**src/rtl/crcc_pkg.sv**
```systemverilog
// ----------------------------------------------------------------------------
// CRC-32C stream checksum: shared package
// Constants, lane control type and elaboration-time functions that build
// the per-lane XOR columns of the reflected Castagnoli CRC.
// ----------------------------------------------------------------------------
package crcc_pkg;

  localparam int          CRCC_BEAT_BYTES_MAX = 16;
  localparam int          CRCC_BYTES_PER_BEAT = 16;
  localparam logic [31:0] CRCC_ALL_ONES       = 32'hffff_ffff;
  localparam logic [31:0] CRCC_POLY_REFL      = 32'h82f6_3b78;

  typedef struct packed {
    logic [7:0] data;
    logic       inject;
    logic [1:0] sel;
  } crcc_lane_ctl_t;

  function automatic logic [31:0] crcc_tab(input logic [7:0] b);
    logic [31:0] v;
    v = {24'h0, b};
    for (int k = 0; k < 8; k++) begin
      v = v[0] ? ((v >> 1) ^ CRCC_POLY_REFL) : (v >> 1);
    end
    return v;
  endfunction

  function automatic logic [31:0] crcc_col(input int shift, input int bitpos);
    logic [31:0] v;
    v = crcc_tab(8'(1 << bitpos));
    for (int s = 0; s < shift; s++) begin
      v = crcc_tab(v[7:0]) ^ (v >> 8);
    end
    return v;
  endfunction

endpackage

```
**src/rtl/crc32c_stream_checksum.sv**
```systemverilog
// An accepted beat is registered in s1; a last beat then registers its checksum
// with out_valid. Throughput: one beat per cycle unless in_stall; the running
// CRC feeds back through the lane XOR networks and merge combinationally.
// Reset clears both pipeline valids and seeds the running CRC with all ones.
// ----------------------------------------------------------------------------
// CRC-32C stream checksum: top level
// Align stage, parallel byte lanes, merge into the running CRC and an
// output register with stall.
// ----------------------------------------------------------------------------
module crc32c_stream_checksum
  import crcc_pkg::*;
#(
  parameter int BYTES_PER_BEAT = CRCC_BYTES_PER_BEAT
) (
  input  logic        clk,
  input  logic        rst,
  input  logic        in_valid,
  output logic        in_stall,
  input  logic [63:0] data_low,
  input  logic [63:0] data_high,
  input  logic [4:0]  byte_count,
  input  logic        first_beat,
  input  logic        last_beat,
  output logic        out_valid,
  input  logic        out_stall,
  output logic [31:0] checksum
);

  localparam int N = BYTES_PER_BEAT;

  crcc_lane_ctl_t a_lanes [N];
  logic           a_short;
  logic [1:0]     a_shift;

  crcc_lane_ctl_t s1_lanes [N];
  logic           s1_valid;
  logic           s1_short;
  logic [1:0]     s1_shift;
  logic           s1_first;
  logic           s1_last;

  logic [31:0]    running_crc;
  logic [31:0]    crc_seed;
  logic [7:0]     seed_bytes [4];
  logic [7:0]     din [N];
  logic [31:0]    contrib [N];
  logic [31:0]    crc_next;
  logic           out_free;
  logic           fire;
  logic           take_in;

  crcc_align #(
    .BYTES_PER_BEAT(N)
  ) u_align (
    .data_low  (data_low),
    .data_high (data_high),
    .byte_count(byte_count),
    .lanes     (a_lanes),
    .short_tail(a_short),
    .tail_shift(a_shift)
  );

  assign out_free = !out_valid || !out_stall;
  assign fire     = s1_valid && (!s1_last || out_free);
  assign in_stall = s1_valid && !fire;
  assign take_in  = in_valid && !in_stall;

  always_ff @(posedge clk) begin
    if (rst) begin
      s1_valid <= 1'b0;
    end else begin
      s1_valid <= take_in || (s1_valid && !fire);
    end
  end

  always_ff @(posedge clk) begin
    if (take_in) begin
      s1_lanes <= a_lanes;
      s1_short <= a_short;
      s1_shift <= a_shift;
      s1_first <= first_beat;
      s1_last  <= last_beat;
    end
  end

  assign crc_seed = s1_first ? CRCC_ALL_ONES : running_crc;

  always_comb begin
    for (int j = 0; j < 4; j++) begin
      seed_bytes[j] = crc_seed[8*j +: 8];
    end
  end

  for (genvar p = 0; p < N; p++) begin : g_lane
    assign din[p] = s1_lanes[p].data
                    ^ (s1_lanes[p].inject ? seed_bytes[s1_lanes[p].sel] : 8'h00);
    crcc_lane #(
      .SHIFT(N - 1 - p)
    ) u_lane (
      .din    (din[p]),
      .contrib(contrib[p])
    );
  end

  always_comb begin
    crc_next = s1_short ? (crc_seed >> {s1_shift, 3'b000}) : 32'h0;
    for (int p = 0; p < N; p++) begin
      crc_next = crc_next ^ contrib[p];
    end
  end

  always_ff @(posedge clk) begin
    if (rst) begin
      running_crc <= CRCC_ALL_ONES;
      out_valid   <= 1'b0;
    end else begin
      if (fire) begin
        running_crc <= s1_last ? CRCC_ALL_ONES : crc_next;
      end
      if (fire && s1_last) begin
        out_valid <= 1'b1;
      end else if (!out_stall) begin
        out_valid <= 1'b0;
      end
    end
  end

  always_ff @(posedge clk) begin
    if (fire && s1_last) begin
      checksum <= crc_next ^ CRCC_ALL_ONES;
    end
  end

endmodule

```
**src/rtl/crcc_align.sv**
```systemverilog
// ----------------------------------------------------------------------------
// CRC-32C stream checksum: beat alignment
// Right-justifies the valid bytes of a beat onto the lanes and marks the
// lanes that take a byte of the incoming CRC.
// ----------------------------------------------------------------------------
module crcc_align
  import crcc_pkg::*;
#(
  parameter int BYTES_PER_BEAT = CRCC_BYTES_PER_BEAT
) (
  input  logic [63:0]    data_low,
  input  logic [63:0]    data_high,
  input  logic [4:0]     byte_count,
  output crcc_lane_ctl_t lanes [BYTES_PER_BEAT],
  output logic           short_tail,
  output logic [1:0]     tail_shift
);

  localparam int CW = $clog2(BYTES_PER_BEAT + 1);

  logic [7:0]    beat_bytes [CRCC_BEAT_BYTES_MAX];
  logic [CW-1:0] n;

  always_comb begin
    for (int i = 0; i < CRCC_BEAT_BYTES_MAX / 2; i++) begin
      beat_bytes[i]                           = data_low[8*i +: 8];
      beat_bytes[i + CRCC_BEAT_BYTES_MAX / 2] = data_high[8*i +: 8];
    end
  end

  assign n = (int'(byte_count) > BYTES_PER_BEAT) ? CW'(BYTES_PER_BEAT) : CW'(byte_count);
  assign short_tail = int'(n) < 4;
  assign tail_shift = 2'(n);

  always_comb begin
    int k;
    for (int p = 0; p < BYTES_PER_BEAT; p++) begin
      k = p + int'(n) - BYTES_PER_BEAT;
      lanes[p].data   = (k >= 0) ? beat_bytes[4'(k)] : 8'h00;
      lanes[p].inject = (k >= 0) && (k < 4);
      lanes[p].sel    = 2'(k);
    end
  end

endmodule

```
**src/rtl/crcc_lane.sv**
```systemverilog
// ----------------------------------------------------------------------------
// CRC-32C stream checksum: byte lane
// XOR network giving one byte's contribution to the CRC after SHIFT more
// byte steps.
// ----------------------------------------------------------------------------
module crcc_lane
  import crcc_pkg::*;
#(
  parameter int SHIFT = 0
) (
  input  logic [7:0]  din,
  output logic [31:0] contrib
);

  logic [31:0] term [8];

  for (genvar b = 0; b < 8; b++) begin : g_bit
    localparam logic [31:0] COL = crcc_col(SHIFT, b);
    assign term[b] = din[b] ? COL : 32'h0;
  end

  always_comb begin
    contrib = 32'h0;
    for (int b = 0; b < 8; b++) begin
      contrib = contrib ^ term[b];
    end
  end

endmodule

```
**config.mk**
```make
export PLATFORM = sky130hd
export DESIGN_NAME = crc32c_stream_checksum
export DESIGN_NICKNAME = d
export VERILOG_FILES = /design/src/rtl/crcc_pkg.sv /design/src/rtl/crc32c_stream_checksum.sv /design/src/rtl/crcc_align.sv /design/src/rtl/crcc_lane.sv
export SDC_FILE = /design/constraint.sdc
export NUM_CORES = 1
export LEC_CHECK = 0
export BUFFER_PORTS_ARGS = -buffer_cell sky130_fd_sc_hd__clkbuf_2
export CORE_MARGIN = 2
export CORE_UTILIZATION = 45
export CTS_CLUSTER_SIZE = 28
export DETAILED_ROUTE_END_ITERATION = 8
export PLACE_DENSITY_LB_ADDON = 0.25
export SYNTH_ARGS = -nofsm -noshare
export SYNTH_HDL_FRONTEND = slang
export SYNTH_HIERARCHICAL = 1
export SYNTH_SLANG_ARGS = --single-unit
```
**constraint.sdc**
```tcl
create_clock -name clk -period 13.2 [get_ports clk]
set_input_delay 0.66 -clock clk [delete_from_list [all_inputs] [get_ports clk]]
set_output_delay 0.66 -clock clk [all_outputs]
set_load 0.03 [all_outputs]
```
# Word level (Yosys, flattened, before mapping)
# Cells that the tools add are included.
dict set report totals {
  ff_bits 247
  input_bits 139
  output_inout_bits 34
  elab_cells 606
}
dict set report classes {
  add_sub_neg 31
  magnitude_cmp 66
  n_eq_ne 1
  n_shift 1
  n_mux 246
  bitwise 177
  reduce_logical 28
}
# cell n
set op_table {}
lappend op_table {{32-bit XOR} 128}
lappend op_table {{32-bit 2-to-1 mux} 68}
lappend op_table {{31-bit 2-to-1 mux} 31}
lappend op_table {{8-bit 2-to-1 mux} 80}
lappend op_table {{30-bit 2-to-1 mux} 18}
lappend op_table {{8-bit binary-select mux with 4-bit select} 16}
lappend op_table {{32-bit by 1-bit >= comparator with 1-bit output, second input constant} 16}
lappend op_table {{32-bit by 4-bit < comparator with 1-bit output, second input constant} 16}
lappend op_table {{32-bit by 6-bit subtractor with 32-bit output, second input constant} 15}
lappend op_table {{29-bit 2-to-1 mux} 9}
lappend op_table {{8-bit binary-select mux with 2-bit select} 16}
lappend op_table {{8-bit XOR} 16}
lappend op_table {{28-bit 2-to-1 mux} 3}
lappend op_table {{4-bit by 5-bit >= comparator with 1-bit output, second input constant} 16}
lappend op_table {{4-bit NOT} 16}
lappend op_table {{4-bit by 5-bit adder with 6-bit output, first input constant} 8}
lappend op_table {{3-bit >= comparator, second input constant} 16}
lappend op_table {{2-bit NOT with 3-bit output} 16}
lappend op_table {{32-bit NOT} 1}
lappend op_table {{32-bit by 5-bit right shift with 32-bit output} 1}
lappend op_table {{27-bit 2-to-1 mux} 1}
lappend op_table {{26-bit 2-to-1 mux} 1}
lappend op_table {{3-bit by 5-bit adder with 6-bit output, first input constant} 4}
lappend op_table {{1-bit logical AND} 20}
lappend op_table {{10 further kinds} 18}

# Depth between registers and ports, before layout
# Gate-level depths: netlist of the first run.
dict set report depth {
  ltp_word 31
  ltp_mapped 17
  ltp_nobuf 12
}

# Hierarchy
# The synthesis of the first run kept the hierarchy.
# module instances cells_per_inst area_each_um2 seq_area_each_um2
set by_module_without_submodules {}
lappend by_module_without_submodules {crc32c_stream_checksum 1 1411 18068.6 7076.8}
lappend by_module_without_submodules {crcc_align 1 798 7808.7 0.0}
lappend by_module_without_submodules {{crcc_lane at g_lane[9].u_lane} 1 55 748.2 0.0}
lappend by_module_without_submodules {{crcc_lane at g_lane[7].u_lane} 1 55 713.2 0.0}
lappend by_module_without_submodules {{crcc_lane at g_lane[15].u_lane} 1 56 676.9 0.0}
lappend by_module_without_submodules {{crcc_lane at g_lane[1].u_lane} 1 59 675.6 0.0}
lappend by_module_without_submodules {{crcc_lane at g_lane[6].u_lane} 1 58 665.6 0.0}
lappend by_module_without_submodules {{crcc_lane at g_lane[12].u_lane} 1 51 659.4 0.0}
lappend by_module_without_submodules {{crcc_lane at g_lane[0].u_lane} 1 55 653.1 0.0}
lappend by_module_without_submodules {{crcc_lane at g_lane[13].u_lane} 1 56 644.4 0.0}
lappend by_module_without_submodules {{crcc_lane at g_lane[4].u_lane} 1 51 628.1 0.0}
lappend by_module_without_submodules {{crcc_lane at g_lane[10].u_lane} 1 56 616.8 0.0}
lappend by_module_without_submodules {{crcc_lane at g_lane[2].u_lane} 1 58 593.1 0.0}
lappend by_module_without_submodules {{crcc_lane at g_lane[5].u_lane} 1 56 593.1 0.0}
lappend by_module_without_submodules {{+4 rows} n/a n/a n/a n/a}

# Worst setup path before layout of the first run
# Ideal clock, no wire load.
dict set report synth_timing {
  path_kind {input -> register}
  startpoint {input port out_stall}
  endpoint {register s1_first, enable pin}
  setup_time_ps 742
  arrival_time_ps 8831
  required_time_ps 12458
  slack_ps 3627
  cell_stages 3
  path_buffers 0
  cell_sequence {nand2_1 nor2_1 nor2b_1}
}
dict set report synth_via {
  elab_chain_len 8
}
# item line
set synth_lines {}
lappend synth_lines {{start: declaration} crc32c_stream_checksum.sv:25} ;# input logic out_stall,
lappend synth_lines {{1-bit logical NOT} n/a}
lappend synth_lines {{1-bit logical OR} crc32c_stream_checksum.sv:63} ;# assign out_free = !out_valid || !out_stall;
lappend synth_lines {{1-bit logical OR} crc32c_stream_checksum.sv:64} ;# assign fire = s1_valid && (!s1_last || out_free);
lappend synth_lines {{1-bit logical AND} crc32c_stream_checksum.sv:64}
lappend synth_lines {{1-bit logical NOT} crc32c_stream_checksum.sv:65} ;# assign in_stall = s1_valid && !fire;
lappend synth_lines {{1-bit logical AND} crc32c_stream_checksum.sv:65}
lappend synth_lines {{named net in_stall} crc32c_stream_checksum.sv:18} ;# output logic in_stall,
lappend synth_lines {{1-bit logical NOT} crc32c_stream_checksum.sv:66} ;# assign take_in = in_valid && !in_stall;
lappend synth_lines {{1-bit logical AND} crc32c_stream_checksum.sv:66}
lappend synth_lines {{named net take_in} crc32c_stream_checksum.sv:50} ;# logic take_in;
lappend synth_lines {{end signal: assignment} crc32c_stream_checksum.sv:81} ;# s1_first <= first_beat;
lappend synth_lines {{end: declaration} crc32c_stream_checksum.sv:39} ;# logic s1_first;
# The timed path passes the listed nets, and every way through them passes these cells.
# A chain may end at the register's enable or synchronous reset.

==> impl_metrics.toml, run 1 <==
[hold_path]
holdPathEnd = "s1_last"
whs_path_depth = 1
holdCritStartpoint = "last_beat"
hold_class = "in -> reg"

[worst_setup_path]
worstSetupStartpointType = "register"
path_buf_inv = 2
crit_chain = "buf_4, or2_0, buf_4, mux4_1, nand2_1, xnor2_1, xnor3_2, xnor3_1, xnor2_1, xnor2_1, xnor3_1, xnor2_1, a21oi_1"
rrSetupSlack_ns = 7.48
worst_path_most_repeated_cell = "xnor2_1"
crit_cells = 13
cpLargestDelayFamily = "XOR/XNOR gates"
reg2reg_depth = 13
crit_required_ns = 13.66
rr_startpoint = "s1_first"
critPathKind = "reg -> reg"
worstPathMaxFanout = 65
arrival_ns = 6.17
cp-end-kind = "register"
critPathMaxStageDelay_ns = 0.95
r2r-end = "running_crc[31]"
slowest_stage = "xnor2_1"

[global_routing]
grt-ovfl-total = 0
grt_pass1_vias = 24900
grt_start_max_net_pins = 163
grtUsageTotal_pct = 33.4
top_usage_layer = "met2"
grtUsageMet2_pct = 52.4
grtUsageMet1_pct = 46.1
use_met3_pct = 4.98
grt_first_pass_wirelength_mm = 195
antenna_found_initial = 2

[clock_network]
cts.clk_slew.worst_paths_ns = 0.06
hold_buffers = 0
postCtsResizedCells = 0
numClockSinks = 247
tritoncts = "built"
clk_latency_ns = 0.59
post_cts_buffers = 0
cts_buffer_depth = 3
numCtsBuffers = 29
htree_levels = 1
cts_root_buffer = "clkbuf_16"

[floorplanning]
fp.dieH_um = 287
start_util_pct = 45.5
rows = 103
fp.dieW_um = 287
fp.dieArea_mm2 = 0.0821
coreArea_mm2 = 0.0790
io_pins = 173

[timing]
worst-slew-pin-transition_ns = 1.37
hold_viol = 0
setup_tns_ns = 0
fin_crit_ns = 5.72
slew_headroom_pct = 7.91
hold-worst-slack_ns = 0.270
timing.fmax_mhz = 175
finalCritPeriodShare_pct = 43.3
rsz0062_at_grt = "false"
fin_worst_skew_ns = 0.0241
setup_viol = 0
maxSlewViolCount = 0

[place]
gp_congestion = 1.04
placed_area_mm2 = 0.0366
post-dp-hpwl_mm = 109
port_buffers = 172

[route]
ant_nets = 0
via_per_inst = 6.30
drt_iter0_markers = 3577
routed_wl_mm = 139
wl_per_cell_um = 34.2
first_pass_iters = 6
drc = 0
vias = 25600

[synthesis]
yosys_most_used_dff = "edfxtp_1"
yosysUniqueCellTypes = 83
synth-seq-area-share_pct = 19.7
yosys.area.top_type = "xnor2_1"
synth_seq_cells = 247
netlist_top_cells_area = "xnor2_1 (21%), edfxtp_1 (18%), mux4_2 (14%)"
synth.top_cell.area_share_pct = 21.2
synthArstFlopShare_pct = 0
synth-edff-count = 213
synth_area_mm2 = 0.0359
netlist_instances = 3077
synth_area_per_cell_um2 = 11.7
ys_warn_count = 6

[run_status]
outcome = "completed"

[finish]
stdcell_area_mm2 = 0.0376
drive_gt1_share_pct = 22.5
num-nets-final = 3137
final_core_util_pct = 47.6
area_growth_pct = 4.64

[flow_run]
maxCapViolCount = 0
==> worst max-delay path by stage <==
| stage | startpoint | to |
|---|---|---|
| 3_3_place_gp | s1_first | checksum[31] |
| 3_5_place_dp | s1_first | running_crc[31] |
| 2_1_floorplan | out_stall | s1_first |
| 6_report | s1_first | running_crc[31] |
| 5_1_grt | s1_first | running_crc[31] |
| 4_1_cts | s1_first | running_crc[31] |
==> metrics by stage <==
step / cells / worst slack [ns]
after floorplan: 3078 / 3.63
after global placement: 4012 / 7.75
after detailed placement: 4012 / 7.61
after CTS: 4066 / 7.63
after global routing: 4066 / 7.26
final: 4068 / 7.48
==> cells in the final DEF, fill, tap and decap left out, types with 8 or more instances in the layout <==
cell	netlist	layout
a211oi_1	12	12
nand2_1	193	193
mux4_2	219	219
xor3_1	28	28
o22ai_1	74	74
mux4_1	36	36
o21ai_0	26	26
clkbuf_16	0	29
xor2_1	180	180
xnor2_2	25	31
a21oi_1	41	39
clkbuf_2	8	172
xor2_2	14	14
or2_4	10	10
nor2_1	74	74
a22oi_1	16	16
xnor2_4	16	16
xnor3_1	135	135
xor2_4	10	10
inv_1	45	45
buf_4	122	81
and2_1	12	12
mux2i_1	213	213
nor2b_1	18	15
xnor3_2	11	11
dfxtp_1	34	34
xnor2_1	870	864
o211ai_1	11	11
o22a_1	8	8
or2_2	23	23
a2bb2oi_1	11	11
edfxtp_1	213	213
==> flip-flops by register name (all words and copies together), names as in the netlist <==
| name | flops |
|---|---|
| checksum | 32 |
| out_valid | 1 |
| running_crc | 32 |
| s1_first | 1 |
| s1_lanes | 176 |
| s1_last | 1 |
| s1_shift | 2 |
| s1_short | 1 |
| s1_valid | 1 |
==> logic make-up after synthesis <==
group	after synthesis	synth area share, %
AOI/OAI and AO/OA	252	4.71
xor gates and xnor gates	1296	40.9
adders and majority gates	5	0.174
buffers and inverters	419	6.86
DFF	247	19.7
muxes	478	22.7
other	2	0.0209
and+or+nand+nor	378	4.97
==> cell usage after synthesis (28+ instances only) <==
library cell  number
xnor2_1          870
dfxtp_1           34
buf_6             36
xnor3_1          135
o22ai_1           74
mux4_1            36
nor2_1            74
edfxtp_1         213
clkbuf_1          75
buf_4            122
xor2_1           180
buf_2            111
mux4_2           219
mux2i_1          213
xor3_1            28
inv_1             45
a21oi_1           41
nand2_1          193
==> cell type report <==
| type | instances | area [um2] |
|---|---|---|
| antenna | 2 | 5.00 |
| clock buffer | 31 | 743 |
| clock inverter | 23 | 274 |
| fill | 7132 | 41400 |
| inverter | 48 | 184 |
| multi-input combinational | 2412 | 26500 |
| sequential | 247 | 7080 |
| tap | 1050 | 1310 |
| timing repair buffer | 255 | 1510 |
==> routing by layer <==
metal / up-vias / wire length, um
li1: 10600 / -
met1: 13000 / 54500
met2: 1768 / 62900
met3: 268 / 14000
met4: 2 / 7630
met5: - / 13
Power of run 1 is left out: the tool's default activity adds up to more than one toggle a clock period on the data nets, which glitch-free logic cannot reach.
==> run 2, diff against run 1 <==
==> constraint.sdc (replaced) <==
create_clock -name clk -period 5.81 [get_ports clk]
set_input_delay 0.2905 -clock clk [delete_from_list [all_inputs] [get_ports clk]]
set_output_delay 0.2905 -clock clk [all_outputs]
set_load 0.03 [all_outputs]
==> run 2 against run 1 <==
The run now ends with capacitance limit left. Wire length down 2.2%. Maximum frequency up 2.4%. First-iteration DRC count down 12%. Non-clock buffer count up 38. Sequential share of layout area down 0.10 points. Via count up 0.23%. Die area unchanged. Critical path depth down 2. Cell count up 0.91%. Core utilization up 0.26 points. Critical path type unchanged. Highest routed layer unchanged.
==> impl_metrics.toml, run 2 (synthesized netlist as in run 1, its figures left out) <==
[clock_network]
cts_root_buffer = "clkbuf_16"
htree_levels = 1
cts.clk_slew.worst_paths_ns = 0.07
cts_buffer_depth = 3
tritoncts = "built"
numCtsBuffers = 29
numClockSinks = 247
clk_latency_ns = 0.59

[place]
port_buffers = 172
dp.cells = 4045
gp_congestion = 1.07
post-dp-hpwl_mm = 110

[worst_setup_path]
rr_startpoint = "s1_first"
reg2reg_depth = 11
crit_required_ns = 6.29
worstSetupStartpointType = "register"
rrSetupSlack_ns = 0.23
worstPathMaxFanout = 33
arrival_ns = 6.06
r2r-end = "running_crc[7]"
critPathKind = "reg -> reg"
crit_chain = "or2_1, mux4_1, nand2_1, xnor2_1, xnor3_2, xnor2_1, xor2_1, xnor2_1, xnor2_1, xnor3_1, o22a_1"
cp-end-kind = "register"
startpoint = "s1_first"
critPathMaxStageDelay_ns = 0.99
worst_path_most_repeated_cell = "xnor2_1"
slowest_stage = "xnor2_1"

[timing]
worst-slew-pin-transition_ns = 1.48
finalCritPeriodShare_pct = 96.1
setup_viol = 0
fin_crit_ns = 5.58
fin_worst_skew_ns = 0.0138
rsz0062_at_grt = "false"
slew_headroom_pct = 0.851
maxSlewViolCount = 0
setup_tns_ns = 0
hold-worst-slack_ns = 0.0373
timing.fmax_mhz = 179
hold_viol = 0

[route]
vias = 25700
drc = 0
first_pass_iters = 6
ant_nets = 0
routed_wl_mm = 136
via_per_inst = 6.26
wl_per_cell_um = 33.1
drt_iter0_markers = 3155

[finish]
largest_register_ff_count = 176
layoutNonFillerInstCount = 4105
area_growth_pct = 5.22
layout_commonest_cell = "xnor2_1"
max_flop_register = "s1_lanes"
drive_gt1_share_pct = 23.1
reg_top3 = "s1_lanes x176, checksum x32, running_crc x32"
fill_cells = 7095
num-nets-final = 3175
final_cell_mix = "xnor2_1 (867), mux4_2 (219), mux2i_1 (213), edfxtp_1 (213), nand2_1 (193)"

[run_status]
outcome = "finished with violations"
violations = "capacitance limit"

[hold_path]
holdCritStartpoint = "out_stall"
hold_class = "in -> reg"
whs_path_depth = 3
holdPathEnd = "out_valid"

[floorplanning]
start_util_pct = 45.5
rows = 103
fp.dieH_um = 287
fp.dieW_um = 287
coreArea_mm2 = 0.0790
fp.dieArea_mm2 = 0.0821
io_pins = 173

[global_routing]
grt-ovfl-total = 0
grtUsageTotal_pct = 32.7
grt_first_pass_wirelength_mm = 192
grt_pass1_vias = 25000
antenna_found_initial = 3
grt_start_max_net_pins = 180

[flow_run]
maxCapViolCount = 1
run 2: cell types whose count changed in the layout (fill, tap and decap cells not counted), moves of 2 or more:
cell	delta
clkbuf_1	+2
bufinv_16	-2
inv_6	-3
clkinv_1	+3
dlygate4sd3_1	+5
inv_8	+2
xnor2_1	+3
buf_4	+33
clkinv_4	-2
xnor2_2	-3
run 2: routing by layer:
layer,track usage (%),share of wire (%),vias up
met5,0,0.018,-
met4,15.8,6.1,4
met3,5.48,9.5,274
met2,51.1,45,1715
met1,44.2,39,13000
li1,-,-,10700
run 2: worst max-delay path, delay by kind of cell (launching register included):
kind / cells / cell delay (ns)
xor gates and xnor gates: 7 / 3.08
muxes: 1 / 0.39
AOI/OAI and AO/OA: 1 / 0.22
DFF: 1 / 0.89
and+or+nand+nor: 2 / 0.88
run 2: repair_timing:
action,in CTS,in global routing
endpoints found under the setup margin,0,2
gates resized for setup,0,1
buffers inserted,0,0
hold buffers,5,0
endpoints found under the hold margin,4,0
run 2: worst max path at each step:
stage / end / slack, ns
after floorplan: checksum[31] / 1.90
after global placement: running_crc[2] / 0.21
after detailed placement: running_crc[2] / 0.11
after CTS: running_crc[2] / 0.08
after global routing: running_crc[7] / 0.04
final: running_crc[7] / 0.23
run 2: layout make-up:
cell class                      instances  area (um2)  share of cell area (%)
Multi-Input combinational cell       2412       26500                    70.0
Sequential cell                       247        7080                    18.7
Timing Repair Buffer                  293        1810                    4.78
Tap cell                             1050        1310                    3.47
Clock buffer                           32         737                    1.95
Clock inverter                         22         209                   0.553
Inverter                               48         184                   0.486
Antenna cell                            1        2.50                 0.00662
run 2: per-stage QoR:
stage	worst slack, ns	cell area, um2	util, %
floorplan	1.90	35900	-
global placement	0.207	36800	46.6
detailed placement	0.114	36800	46.6
CTS	0.0767	37800	47.8
global route	0.0364	37800	47.9
finish	0.229	37800	47.9
Power of run 2 is left out for the same reason.
==> run 3, diff against run 2 <==
--- a/config.mk
+++ b/config.mk
@@ -7,7 +7,7 @@
 export LEC_CHECK = 0
 export BUFFER_PORTS_ARGS = -buffer_cell sky130_fd_sc_hd__clkbuf_2
 export CORE_MARGIN = 2
-export CORE_UTILIZATION = 45
+export CORE_UTILIZATION = 65
 export CTS_CLUSTER_SIZE = 28
 export DETAILED_ROUTE_END_ITERATION = 8
 export PLACE_DENSITY_LB_ADDON = 0.25
==> run 3 against run 2 <==
The flow now finishes without violations. Non-clock buffer count decreased by 24. Die area decreased by 30%. Worst hold slack got worse by 0.011 ns. Clock skew increased by 0.016 ns. Sequential cell count unchanged. First-iteration DRC count increased by 36%. Setup slack improved by 0.055 ns. Critical path depth increased by 1. Core utilization increased by 20 points. Maximum frequency increased by 1.0%. Highest routed layer unchanged.
==> impl_metrics.toml, run 3 (synthesized netlist as in run 1, its figures left out) <==
[finish]
final_cell_mix = "xnor2_1 (869), mux4_2 (219), mux2i_1 (213), edfxtp_1 (213), nand2_1 (193)"
multiInputGateArea_mm2 = 0.0265
drive_gt1_share_pct = 22.6
num-nets-final = 3152
final_core_util_pct = 67.8
largest_register_ff_count = 176
seq_area_mm2 = 0.00708
max_flop_register = "s1_lanes"
layoutNonFillerInstCount = 3741
layout_commonest_cell = "xnor2_1"
fill_cells = 4083
reg_top3 = "s1_lanes x176, checksum x32, running_crc x32"
area_growth_pct = 3.58

[worst_setup_path]
worstPathMaxFanout = 33
cp-end-kind = "register"
rr_startpoint = "s1_first"
reg2reg_depth = 12
crit_required_ns = 6.29
arrival_ns = 6.01
rrSetupSlack_ns = 0.28
worst_path_most_repeated_cell = "xnor2_1"
crit_chain = "or2_0, buf_4, mux4_1, nand2_1, xnor2_1, xnor3_1, xnor3_1, xnor2_1, xnor2_1, xnor2_1, xnor3_1, o22a_1"
critPathKind = "reg -> reg"
critPathMaxStageDelay_ns = 0.84
worstSetupStartpointType = "register"
slowest_stage = "xnor2_1"
r2r-end = "running_crc[0]"

[clock_network]
clk_latency_ns = 0.59
tritoncts = "built"
htree_levels = 1
post_cts_buffers = 0
numCtsBuffers = 30
cts_buffer_depth = 3
cts.clk_slew.worst_paths_ns = 0.06
cts_root_buffer = "clkbuf_16"
numClockSinks = 247
postCtsResizedCells = 0

[route]
wl_per_cell_um = 33.5
vias = 26100
drt_iter0_markers = 4302
routed_wl_mm = 125
first_pass_iters = 5
drc = 0
ant_nets = 0
via_per_inst = 6.98

[global_routing]
grt_start_max_net_pins = 178
grt_first_pass_wirelength_mm = 179
antenna_found_initial = 10
grtUsageTotal_pct = 44.0
grt-ovfl-total = 0
grt_pass1_vias = 25300

[floorplanning]
fp.dieH_um = 239
io_pins = 173
fp.dieW_um = 239
start_util_pct = 65.5
coreArea_mm2 = 0.0549
fp.dieArea_mm2 = 0.0572
rows = 86

[hold_path]
hold_class = "in -> reg"
holdCritStartpoint = "out_stall"
whs_path_depth = 3
holdPathEnd = "out_valid"

[place]
dp.cells = 3676
port_buffers = 172
gp_congestion = 1.08
post-dp-hpwl_mm = 98.2

[timing]
finalCritPeriodShare_pct = 95.1
timing.fmax_mhz = 181
maxSlewViolCount = 0
rsz0062_at_grt = "false"
worst-slew-pin-transition_ns = 1.27
hold-worst-slack_ns = 0.0261
slew_headroom_pct = 15.1
fin_worst_skew_ns = 0.0296
setup_viol = 0
fin_crit_ns = 5.53
setup_tns_ns = 0
hold_viol = 0

[run_status]
outcome = "completed"

[flow_run]
maxCapViolCount = 0
-- run 3: cell type report --
class	count	share of cell area, %
Clock inverter	23	0.535
Sequential cell	247	19.0
Timing Repair Buffer	269	4.36
Inverter	48	0.494
Antenna cell	6	0.0403
Multi-Input combinational cell	2412	71.1
Clock buffer	32	2.09
Tap cell	704	2.37
-- run 3: stage by stage --
stage | setup slack (ns) | cell area [um2]
after global placement | 0.489 | 36200
after global routing | 0.183 | 37200
after detailed placement | 0.423 | 36200
final | 0.284 | 37200
after floorplan | 1.90 | 35900
after CTS | 0.404 | 37200
-- run 3: critical path, delay by kind of cell, from the launching register on --
| family | cells | cell delay [ns] |
|---|---|---|
| DFF | 1 | 0.83 |
| muxes | 1 | 0.24 |
| xor gates and xnor gates | 7 | 3.07 |
| AOI/OAI and AO/OA | 1 | 0.22 |
| buffers and inverters | 1 | 0.33 |
| and+or+nand+nor | 2 | 0.70 |
-- run 3: timing repair --
item / 4_1_cts / 5_1_grt
hold buffers: 4 / 0
endpoints found under the hold margin: 4 / 0
endpoints found under the setup margin: 0 / 0
-- run 3: worst max path at each step --
stage | from | end | cells past startpoint
6_report | s1_first | running_crc[0] | 12
5_1_grt | s1_first | running_crc[31] | 12
4_1_cts | s1_first | checksum[14] | 11
3_5_place_dp | s1_first | checksum[14] | 11
3_3_place_gp | s1_first | checksum[14] | 11
2_1_floorplan | s1_first | checksum[31] | 15
-- run 3: per-layer routing --
| layer | GRT usage (%) | vias to the layer above | share of wire [%] |
|---|---|---|---|
| met1 | 58.7 | 12900 | 36 |
| met4 | 23.9 | 6 | 7.0 |
| met2 | 65.3 | 2155 | 43 |
| met3 | 12.2 | 402 | 13 |
| met5 | 0 | - | 0.035 |
| li1 | - | 10700 | - |
Power of run 3 is left out for the same reason.
